`config.mk`:
```
export PLATFORM = sky130hd
export DESIGN_NAME = display_frame_stability_qualifier_core
export DESIGN_NICKNAME = d
export VERILOG_FILES = /design/src/sv/dfsq_pkg.sv /design/src/sv/dfsq_frame_track.sv /design/src/sv/display_frame_stability_qualifier_core.sv
export SDC_FILE = /design/constraint.sdc
export NUM_CORES = 1
export LEC_CHECK = 0
export BUFFER_PORTS_ARGS = -buffer_cell sky130_fd_sc_hd__buf_2
export CAP_MARGIN = 20
export CORE_ASPECT_RATIO = 1.1
export CORE_MARGIN = 10
export CORE_UTILIZATION = 52
export DETAILED_ROUTE_END_ITERATION = 10
export PLACE_DENSITY = 0.76
export SLEW_MARGIN = 0
export SYNTH_ARGS = -nofsm -noshare
export SYNTH_HDL_FRONTEND = slang
export SYNTH_SLANG_ARGS = --single-unit
```
`constraint.sdc`:
```
create_clock -name clk -period 2.6 [get_ports clk]
set_clock_uncertainty 0.15 [all_clocks]
set_input_delay 0 -clock clk [delete_from_list [all_inputs] [get_ports clk]]
set_output_delay 0 -clock clk [all_outputs]
set_load 0.02 [all_outputs]
```
`src/sv/dfsq_pkg.sv`:
```
// ----------------------------------------------------------------------------
// dfsq_pkg
// Shared types and constants of the display frame stability qualifier.
// ----------------------------------------------------------------------------
package dfsq_pkg;

	localparam int BYTE_W  = 8;
	localparam int SEG_W   = 7;
	localparam int COUNT_W = 8;
	localparam int POS_W   = 6;
	localparam int CODE_W  = 2;
	localparam int INDEX_W = 5;

	localparam logic [COUNT_W-1:0] COUNT_MAX = 8'd255;
	localparam logic [POS_W-1:0]   POS_MAX   = 6'd63;

	// Status codes.
	localparam logic [CODE_W-1:0] ST_DISCARD = 2'd0;
	localparam logic [CODE_W-1:0] ST_NEW     = 2'd1;
	localparam logic [CODE_W-1:0] ST_REPEAT  = 2'd2;
	localparam logic [CODE_W-1:0] ST_REACHED = 2'd3;

	// Result kinds.
	localparam logic KIND_STATUS  = 1'b0;
	localparam logic KIND_DISPLAY = 1'b1;

	// Register indexes.
	localparam logic REG_MIN_REPEATS = 1'b0;

	typedef struct packed {
		logic [CODE_W-1:0]  code;
		logic [COUNT_W-1:0] repeat_count;
		logic [COUNT_W-1:0] flash_count;
	} eval_t;

endpackage

```
`src/sv/dfsq_frame_track.sv`:
```
// ----------------------------------------------------------------------------
// dfsq_frame_track
// Packet buffer, stored frame and counters; evaluates a finished packet.
// ----------------------------------------------------------------------------
module dfsq_frame_track #(
	parameter int PACKET_BYTES = 8
) (
	input  logic                          clk,
	input  logic                          arst_n,
	input  logic [dfsq_pkg::COUNT_W-1:0]  min_repeats,
	input  logic                          wr_en,
	input  logic [dfsq_pkg::BYTE_W-1:0]   wr_data,
	input  logic                          wr_last,
	output logic                          len_ok,
	input  logic                          eval_go,
	input  logic                          eval_len_ok,
	output dfsq_pkg::eval_t               eval,
	output logic [dfsq_pkg::COUNT_W-1:0]  repeat_cnt,
	output logic [dfsq_pkg::COUNT_W-1:0]  flash_cnt,
	input  logic [$clog2(PACKET_BYTES)-1:0] rd_pos,
	output logic [dfsq_pkg::SEG_W-1:0]    rd_seg
);

	localparam int IW = $clog2(PACKET_BYTES);
	localparam logic [dfsq_pkg::POS_W-1:0] PB     = dfsq_pkg::POS_W'(PACKET_BYTES);
	localparam logic [dfsq_pkg::POS_W-1:0] PB_END = dfsq_pkg::POS_W'(PACKET_BYTES - 1);

	logic [dfsq_pkg::BYTE_W-1:0]  frame_q  [PACKET_BYTES];
	logic [dfsq_pkg::BYTE_W-1:0]  buffer_q [PACKET_BYTES];
	logic [dfsq_pkg::POS_W-1:0]   pos_q;
	logic [dfsq_pkg::COUNT_W-1:0] repeat_q;
	logic [dfsq_pkg::COUNT_W-1:0] flash_q;
	logic                         masked_change;
	logic                         decimal_change;
	logic [dfsq_pkg::COUNT_W-1:0] repeat_inc;
	logic [dfsq_pkg::COUNT_W-1:0] flash_inc;

	assign len_ok     = (pos_q == PB_END);
	assign repeat_cnt = repeat_q;
	assign flash_cnt  = flash_q;
	assign rd_seg     = frame_q[rd_pos][dfsq_pkg::SEG_W-1:0];

	always_ff @(posedge clk or negedge arst_n) begin
		if (!arst_n) begin
			pos_q <= '0;
		end else if (wr_en) begin
			if (wr_last) begin
				pos_q <= '0;
			end else if (pos_q != dfsq_pkg::POS_MAX) begin
				pos_q <= pos_q + 1'b1;
			end
		end
	end

	// Bytes past the packet size are dropped.
	always_ff @(posedge clk) begin
		if (wr_en && pos_q < PB) begin
			buffer_q[pos_q[IW-1:0]] <= wr_data;
		end
	end

	// The buffer is complete when the evaluation runs, so the whole packet is
	// compared against the frame at once.
	always_comb begin
		masked_change = 1'b0;
		for (int i = 0; i < PACKET_BYTES; i++) begin
			if (buffer_q[i][dfsq_pkg::SEG_W-1:0] != frame_q[i][dfsq_pkg::SEG_W-1:0]) begin
				masked_change = 1'b1;
			end
		end
	end

	assign decimal_change = (buffer_q[2] != frame_q[2]);
	assign repeat_inc = (repeat_q != dfsq_pkg::COUNT_MAX) ? repeat_q + 1'b1 : repeat_q;
	assign flash_inc  = (decimal_change && flash_q != dfsq_pkg::COUNT_MAX) ?
		flash_q + 1'b1 : flash_q;

	always_comb begin
		priority if (!eval_len_ok) begin
			eval.code         = dfsq_pkg::ST_DISCARD;
			eval.repeat_count = repeat_q;
			eval.flash_count  = flash_q;
		end else if (masked_change) begin
			eval.code         = dfsq_pkg::ST_NEW;
			eval.repeat_count = '0;
			eval.flash_count  = dfsq_pkg::COUNT_W'(buffer_q[2][dfsq_pkg::BYTE_W-1]);
		end else begin
			eval.code         = (repeat_inc == min_repeats) ?
				dfsq_pkg::ST_REACHED : dfsq_pkg::ST_REPEAT;
			eval.repeat_count = repeat_inc;
			eval.flash_count  = flash_inc;
		end
	end

	always_ff @(posedge clk or negedge arst_n) begin
		if (!arst_n) begin
			repeat_q <= '0;
			flash_q  <= '0;
			for (int i = 0; i < PACKET_BYTES; i++) begin
				frame_q[i] <= '0;
			end
		end else if (eval_go) begin
			repeat_q <= eval.repeat_count;
			flash_q  <= eval.flash_count;
			if (eval.code == dfsq_pkg::ST_NEW) begin
				for (int i = 0; i < PACKET_BYTES; i++) begin
					frame_q[i] <= buffer_q[i];
				end
			end
		end
	end

endmodule

```
`src/sv/display_frame_stability_qualifier_core.sv`:
```
// ----------------------------------------------------------------------------
// display_frame_stability_qualifier_core
// Qualifies received display packets and emits the frame once it is stable.
// ----------------------------------------------------------------------------
// The block takes one packet byte per cycle unless a held packet end stalls
// it. Every byte that ends a packet gives one status transaction, held in
// end_v_s1 and then the output register; when a repeat brings the repeat
// count to min_repeats, PACKET_BYTES-2 display byte transactions follow it,
// one per cycle unless m_tready stalls, out of the single output register.
// Bytes that do not end a packet are always taken while the output drains;
// the next packet end waits in the evaluation register until the display
// run has gone out, blocking new bytes meanwhile. Reset needs no clearing pass.
module display_frame_stability_qualifier_core #(
	parameter int PACKET_BYTES = 8
) (
	input  logic        clk,
	input  logic        arst_n,
	// Input stream.
	input  logic        s_tvalid,
	output logic        s_tready,
	input  logic [7:0]  s_tdata,   // [7:0] data_byte
	input  logic        s_tlast,   // last_byte
	// Output stream.
	output logic        m_tvalid,
	input  logic        m_tready,
	output logic [31:0] m_tdata,   // [1:0] status_code, [9:2] repeat_count,
	                               // [17:10] flash_count, [22:18] digit_index,
	                               // [29:23] digit_segments, [31:30] zero
	output logic        m_tuser,   // result_kind
	output logic        m_tlast,   // run_end
	// Configuration port.
	input  logic        psel,
	input  logic        penable,
	input  logic        pwrite,
	input  logic [2:0]  paddr,
	input  logic [31:0] pwdata,
	output logic [31:0] prdata,
	output logic        pready
);

	localparam int IW = $clog2(PACKET_BYTES);
	localparam logic [dfsq_pkg::INDEX_W-1:0] RUN_LAST =
		dfsq_pkg::INDEX_W'(PACKET_BYTES - 3);

	logic [dfsq_pkg::COUNT_W-1:0] min_repeats_q;
	logic                         end_v_s1;
	logic                         len_ok_s1;
	logic                         in_acc;
	logic                         out_free;
	logic                         eval_go;
	logic                         len_ok;
	dfsq_pkg::eval_t              eval;
	logic [dfsq_pkg::COUNT_W-1:0] repeat_cnt;
	logic [dfsq_pkg::COUNT_W-1:0] flash_cnt;
	logic [IW-1:0]                rd_pos;
	logic [dfsq_pkg::SEG_W-1:0]   rd_seg;

	logic                          run_q;
	logic [dfsq_pkg::INDEX_W-1:0]  run_idx_q;
	logic                          out_v_q;
	logic                          out_kind_q;
	logic [dfsq_pkg::CODE_W-1:0]   out_code_q;
	logic [dfsq_pkg::COUNT_W-1:0]  out_repeat_q;
	logic [dfsq_pkg::COUNT_W-1:0]  out_flash_q;
	logic [dfsq_pkg::INDEX_W-1:0]  out_idx_q;
	logic [dfsq_pkg::SEG_W-1:0]    out_seg_q;
	logic                          out_end_q;

	// Configuration.
	assign pready = 1'b1;
	assign prdata = (paddr[2] == dfsq_pkg::REG_MIN_REPEATS) ? 32'(min_repeats_q) : '0;

	always_ff @(posedge clk or negedge arst_n) begin
		if (!arst_n) begin
			min_repeats_q <= 8'd3;
		end else if (psel && penable && pwrite && paddr[2] == dfsq_pkg::REG_MIN_REPEATS) begin
			min_repeats_q <= pwdata[dfsq_pkg::COUNT_W-1:0];
		end
	end

	// Handshakes. A held packet end blocks new bytes, since the next packet
	// would overwrite the buffer before it is compared.
	assign out_free = !out_v_q || m_tready;
	assign eval_go  = end_v_s1 && !run_q && out_free;
	assign s_tready = !end_v_s1 || eval_go;
	assign in_acc   = s_tvalid && s_tready;

	always_ff @(posedge clk or negedge arst_n) begin
		if (!arst_n) begin
			end_v_s1 <= 1'b0;
		end else if (in_acc && s_tlast) begin
			end_v_s1 <= 1'b1;
		end else if (eval_go) begin
			end_v_s1 <= 1'b0;
		end
	end

	always_ff @(posedge clk) begin
		if (in_acc) begin
			len_ok_s1 <= len_ok;
		end
	end

	dfsq_frame_track #(
		.PACKET_BYTES(PACKET_BYTES)
	) u_track (
		.clk         (clk),
		.arst_n      (arst_n),
		.min_repeats (min_repeats_q),
		.wr_en       (in_acc),
		.wr_data     (s_tdata),
		.wr_last     (s_tlast),
		.len_ok      (len_ok),
		.eval_go     (eval_go),
		.eval_len_ok (len_ok_s1),
		.eval        (eval),
		.repeat_cnt  (repeat_cnt),
		.flash_cnt   (flash_cnt),
		.rd_pos      (rd_pos),
		.rd_seg      (rd_seg)
	);

	// Display bytes start at packet byte two.
	assign rd_pos = IW'(6'(run_idx_q) + 6'd2);

	always_ff @(posedge clk or negedge arst_n) begin
		if (!arst_n) begin
			out_v_q   <= 1'b0;
			run_q     <= 1'b0;
			run_idx_q <= '0;
		end else if (out_free) begin
			if (run_q) begin
				out_v_q   <= 1'b1;
				run_idx_q <= run_idx_q + 1'b1;
				if (run_idx_q == RUN_LAST) begin
					run_q <= 1'b0;
				end
			end else if (eval_go) begin
				out_v_q   <= 1'b1;
				run_idx_q <= '0;
				run_q     <= (eval.code == dfsq_pkg::ST_REACHED);
			end else begin
				out_v_q <= 1'b0;
			end
		end
	end

	always_ff @(posedge clk) begin
		if (out_free) begin
			if (run_q) begin
				out_kind_q   <= dfsq_pkg::KIND_DISPLAY;
				out_code_q   <= dfsq_pkg::ST_REACHED;
				out_repeat_q <= repeat_cnt;
				out_flash_q  <= flash_cnt;
				out_idx_q    <= run_idx_q;
				out_seg_q    <= rd_seg;
				out_end_q    <= (run_idx_q == RUN_LAST);
			end else if (eval_go) begin
				out_kind_q   <= dfsq_pkg::KIND_STATUS;
				out_code_q   <= eval.code;
				out_repeat_q <= eval.repeat_count;
				out_flash_q  <= eval.flash_count;
				out_idx_q    <= '0;
				out_seg_q    <= '0;
				out_end_q    <= (eval.code != dfsq_pkg::ST_REACHED);
			end
		end
	end

	assign m_tvalid = out_v_q;
	assign m_tuser  = out_kind_q;
	assign m_tlast  = out_end_q;
	assign m_tdata  = {2'b00, out_seg_q, out_idx_q, out_flash_q, out_repeat_q, out_code_q};

endmodule
```
==> impl_metrics.json, run 1 <==
{
  "rows": 49,
  "dpl.hpwl_um": 15000,
  "synth_area_leaders": "edfxtp_1 31%, dfrtp_1 27%, mux2_2 7.3%, xor2_1 6.3%, mux4_2 3.6%",
  "n_fill_cell": 1229,
  "yosys.area.top_type_share": 0.309,
  "finalCriticalPeriod_ns": 2.69,
  "synth_common_cells": "93 x dfrtp_1, 90 x edfxtp_1, 63 x xor2_1",
  "drive_above_1_share": 0.329,
  "cts.reportedPaths.clkPinSlew_ns": 0.06,
  "ys_seq_elements": 185,
  "yosys.area.top_type": "edfxtp_1",
  "diodes": 0,
  "p_total_uw": 7820,
  "grt_setup_unrepaired": "true",
  "cts-root-buf": "clkbuf_16",
  "grt_util_all_layers": 0.195,
  "cts_max_level": 4,
  "endpoint_kind": "register",
  "p_seq_frac": 0.493,
  "period_share": 1.03,
  "area_growth_pct": 20.5,
  "power_frac_clock": 0.306,
  "place.gp.congestion": 0.871,
  "grt_max_degree": 44,
  "dr.pass1.iters": 5,
  "power_density_nw_per_um2": 743,
  "die-area_sq_um": 22400,
  "drt-total-wl_um": 21400,
  "grt-ovfl-total": 0,
  "final.setup.worst_slack_ns": -0.0903,
  "tritoncts": "done",
  "synthDistinctLibCells": 57,
  "die_w_um": 144,
  "grt_pass1_wl_um": 33600,
  "synth_cells": 660,
  "grt_pass1_vias": 6180,
  "antenna_found_initial": 0,
  "core_sq_um": 16400,
  "cts_buffers": 17,
  "crit_path_start_kind": "register",
  "p_leak_uw": 0.00423,
  "relSlewSlack": 0.576,
  "drc": 0,
  "synth_top_flop_cell": "dfrtp_1",
  "crit_slowest_cell": "or4_4",
  "p_int_uw": 5610,
  "synth_edf_count": 90,
  "cts_setup_buffers": 0,
  "cts_buffer_depth": 2,
  "worstPathArrival_ns": 2.86,
  "ant_nets": 0,
  "synth_area_sq_um": 8740,
  "hold_viol": 0,
  "path_max_fanout": 17,
  "worstSetupPathType": "register to register",
  "crit_buf_inv": 2,
  "io_buffer_count": 66,
  "yosysWarningCount": 0,
  "hold_path.class": "input pin to register",
  "required_ns": 2.77,
  "pin_count": 120,
  "synth_most_common_cell": "dfrtp_1",
  "drv_cap": 0,
  "path_cells": "xor2_1 > nor4_2 > buf_4 > nand4_1 > or4_4 > and2_4 > buf_12 > mux2_4",
  "ys_seq_area_frac": 0.582,
  "initial_core_util": 0.532,
  "setup_viol_count_final": 76,
  "drt_iter0_drc": 520,
  "vias_per_cell": 5.84,
  "clkLatencyLatePin_ns": 0.44,
  "die_h_um": 156,
  "max_stage_delay_ns": 0.60,
  "tightest_slew_ns": 0.634,
  "power.switching_uw": 2210,
  "synthArstFlopShare": 0.514,
  "wl_per_cell_um": 21.1,
  "status": "finished, violations left",
  "fin_nets": 856,
  "slew_violations": 0,
  "cp_top_family": "simple AND/OR/NAND/NOR gates",
  "syn_avg_cell_area_sq_um": 13.2,
  "fmax_mhz": 372,
  "p_comb_frac": 0.201,
  "preCtsSetupSlack_ns": -0.185,
  "p_sw_frac": 0.282,
  "ir_drop_v": 0.000515,
  "violations": "setup timing",
  "via_count": 5933,
  "cts.sinks": 185
}
worst register-to-register path, stage by stage, from the launching register on:
cell	delay [ns]
edfxtp_1	0.40
xor2_1	0.17
nor4_2	0.30
buf_4	0.16
nand4_1	0.10
or4_4	0.60
and2_4	0.22
buf_12	0.17
mux2_4	0.30
cell usage in the layout, fill, tap and decap left out, types with 14 or more instances in the layout:
master	count
dfrtp_1	93
xor2_1	63
dlygate4sd3_1	23
edfxtp_1	90
nor2_1	39
buf_2	65
a21oi_1	17
nand2_1	21
mux2_2	57
buf_4	54
mux4_2	14
conb_1	27
clkbuf_16	17
o21ai_0	17
nor4_1	14
sequential cells by signal, indices dropped and copies added, names as in the netlist, 6 cells and up:
register            count
u_track.buffer_q       57
u_track.frame_q        57
min_repeats_q           8
out_flash_q             8
out_repeat_q            8
u_track.flash_cnt       8
u_track.repeat_cnt      8
out_seg_q               7
u_track.pos_q           6
power groups by stage:
stage / Sequential (uW) / Combinational [uW] / Clock (uW)
after floorplan: 3840 / 908 / 0
after global placement: 3860 / 1440 / 0
after detailed placement: 3900 / 1500 / 0
after CTS: 3850 / 1570 / 2420
after global routing: 3900 / 1700 / 2560
final: 3860 / 1570 / 2390
worst paths after layout:
check	end	startpoint	slack (ns)	cells past startpoint
worst min-delay path	min_repeats_q[6]	pwrite	0.11	3
worst min register to register	u_track.frame_q[16]	u_track.buffer_q[5][0]	0.38	1
max in group asynchronous	u_track.frame_q[9]	arst_n	0.81	4
worst max register to register	u_track.frame_q[3]	u_track.buffer_q[1][6]	-0.09	8
min in group asynchronous	u_track.flash_cnt[6]	arst_n	0.51	3
worst max-delay path	u_track.frame_q[3]	u_track.buffer_q[1][6]	-0.09	8
through the flow:
step	cells	TNS [ns]	utilization	hold WS, ns	cell area (sq um)
2_1_floorplan	685	0	-	-0.446	8860
3_3_place_gp	961	-3.86	0.587	-0.0990	9650
3_5_place_dp	961	-8.49	0.587	-0.0865	9650
4_1_cts	1016	-0.485	0.636	0.114	10500
5_1_grt	1016	-14.25	0.641	0.153	10500
6_report	1016	-4.35	0.641	0.111	10500
area by class of cell:
class	instances	area (sq um)	share of cell area
clock inverters	13	104	0.00986
inverters	6	22.5	0.00214
clock buffers	19	433	0.0411
well taps	204	255	0.0242
flip-flops and latches	185	5080	0.483
repair buffers	149	1100	0.105
multi-input cells	440	3530	0.336
cells by family (layout without fill, tap and decap cells):
group	after synthesis	in the layout	share of synthesized area
adder cells (fa/ha/maj)	6	6	0.00859
other	2	27	0.000859
buffers and inverters	60	187	0.0407
AND/OR/NAND/NOR	160	160	0.0963
XOR/XNOR	71	71	0.0712
multiplexers	91	91	0.137
flip-flops	185	185	0.582
AO/OA/AOI/OAI	85	85	0.0639
timing repair:
item                                    4_1_cts  5_1_grt
endpoints found under the hold margin       175        0
endpoints found under the setup margin       90      100
hold buffers                                 23        0
gates resized for setup                       8       20
pin swaps                                     3        3
per-layer routing:
metal  GRT usage  vias up  share of wire
met2       0.335      205           0.52
li1            -     2661              -
met4      0.0783        0          0.027
met1       0.231     3015           0.40
met5           0        -              0
met3      0.0435       52          0.053
Note: power is estimated with default switching activity, not from simulation.
==> inputs of run 2 (changes only) <==
Settings changed: BUFFER_PORTS_ARGS -buffer_cell sky130_fd_sc_hd__buf_2 to unset, CORE_UTILIZATION 52 to 60, DONT_BUFFER_PORTS set to 1, REMOVE_ABC_BUFFERS set to 1.
Clock period 2.6 ns to 3.4 ns, I/O delays scaled along.
==> impl_metrics.json, run 2 (synthesis gave the netlist of run 1 again) <==
{
  "status": "finished, final reports clean",
  "final_common_cell": "dfrtp_1",
  "p_sw_frac": 0.279,
  "gr-usage-met1": 0.234,
  "initial_core_util": 0.610,
  "final_cell_mix": "93 x dfrtp_1, 90 x edfxtp_1, 63 x xor2_1",
  "final.setup.worst_slack_ns": 0.529,
  "hold_path.class": "input pin to asynchronous set/reset pin",
  "drt-total-wl_um": 18700,
  "cts-root-buf": "clkbuf_16",
  "endpoint_kind": "register",
  "worstPathArrival_ns": 2.89,
  "clkLatencyLatePin_ns": 0.42,
  "fmax_mhz": 348,
  "slew_violations": 0,
  "required_ns": 3.42,
  "drt_iter0_drc": 573,
  "crit_path_start_kind": "register",
  "wl_per_cell_um": 20.7,
  "preCtsSetupSlack_ns": 0.552,
  "path_cells": "ha_1 > nand2_1 > nor3_1 > nand4_1 > a22o_1 > nor4_1 > buf_4 > a22oi_1",
  "antenna_found_initial": 0,
  "p_total_uw": 5720,
  "core_sq_um": 14300,
  "crit_buf_inv": 1,
  "via_count": 5423,
  "cts_max_level": 4,
  "io_buffer_count": 0,
  "ir_drop_v": 0.000407,
  "pin_count": 120,
  "power.switching_uw": 1600,
  "p_leak_uw": 0.00375,
  "power_density_nw_per_um2": 585,
  "drive_above_1_share": 0.194,
  "finalCriticalPeriod_ns": 2.87,
  "power_frac_clock": 0.315,
  "use_met3": 0.0408,
  "area_growth_pct": 12.0,
  "cts_buffers": 17,
  "p_seq_frac": 0.522,
  "diodes": 0,
  "cp_top_family": "simple AND/OR/NAND/NOR gates",
  "grt_pass1_vias": 5603,
  "fin_nets": 759,
  "dpl.hpwl_um": 12700,
  "cts_resized": 0,
  "grt_max_degree": 96,
  "p_int_uw": 4130,
  "grt-ovfl-total": 0,
  "vias_per_cell": 5.98,
  "hold_viol": 0,
  "grt_setup_unrepaired": "false",
  "place_area_sq_um": 8920,
  "max_stage_delay_ns": 0.48,
  "grt_busiest_layer": "met2",
  "tritoncts": "done",
  "path_max_fanout": 8,
  "setup_viol_count_final": 0,
  "fin_util": 0.683,
  "rows": 46,
  "grt_util_all_layers": 0.192,
  "p_comb_frac": 0.163,
  "grt_pass1_wl_um": 30300,
  "place.gp.congestion": 0.866,
  "die_h_um": 147,
  "relSlewSlack": 0.426,
  "drc": 0,
  "die_w_um": 135,
  "ant_nets": 0,
  "final_area_sq_um": 9790,
  "dr.pass1.iters": 5,
  "crit_slowest_cell": "dfrtp_1",
  "die-area_sq_um": 19800,
  "grt_use_met2": 0.330,
  "cts.sinks": 185,
  "drv_cap": 0,
  "tightest_slew_ns": 0.859,
  "holdWs_ns": 0.0176,
  "cts_buffer_depth": 2,
  "cts.reportedPaths.clkPinSlew_ns": 0.07,
  "period_share": 0.844,
  "worstSetupPathType": "register to register",
  "r2r_slack_ns": 0.53
}
==> run 2: power groups by stage <==
stage,combinational (uW),clock [uW],sequential (uW)
global route,1010,1920,3030
CTS,933,1830,2980
finish,931,1800,2990
global placement,805,0,3000
floorplan,655,0,2940
detailed placement,836,0,3030
==> run 2: timing repair <==
action,CTS,global route
endpoints found under the setup margin,0,0
hold buffers,31,0
endpoints found under the hold margin,184,0
setup buffers,0,0
==> run 2: area by class of cell <==
class	count	area [sq um]
clock inverters	13	97.6
flip-flops and latches	185	5080
multi-input cells	440	3400
clock buffers	19	443
fillers	973	4540
well taps	192	240
repair buffers	52	498
inverters	6	22.5
==> run 2: metal layers <==
layer,vias up,wire length [um]
li1,2466,-
met1,2710,7620
met2,213,9820
met3,34,939
met4,0,350
met5,-,0
==> run 2: worst paths after layout <==
| path | startpoint | endpoint | cells after the start |
|---|---|---|---|
| worst max-delay path | u_track.repeat_cnt[0] | m_tlast | 8 |
| worst max register to register | u_track.repeat_cnt[0] | m_tlast | 8 |
| worst min register to register | u_track.buffer_q[2][2] | u_track.frame_q[42] | 1 |
| worst min-delay path | arst_n | run_idx_q[0] | 2 |
| max in group asynchronous | arst_n | min_repeats_q[1] | 2 |
| min in group clk | s_tdata[7] | u_track.buffer_q[2][7] | 1 |
==> run 2: worst reg2reg max path, cell delays in order (launching register included) <==
cell	delay, ns
dfrtp_1	0.48
ha_1	0.37
nand2_1	0.16
nor3_1	0.39
nand4_1	0.14
a22o_1	0.24
nor4_1	0.39
buf_4	0.22
a22oi_1	0.08
==> run 2: through the flow <==
step | instances | setup TNS, ns
2_1_floorplan | 631 | -29.13
3_3_place_gp | 844 | 0
3_5_place_dp | 844 | 0
4_1_cts | 907 | 0
5_1_grt | 907 | 0
6_report | 907 | 0
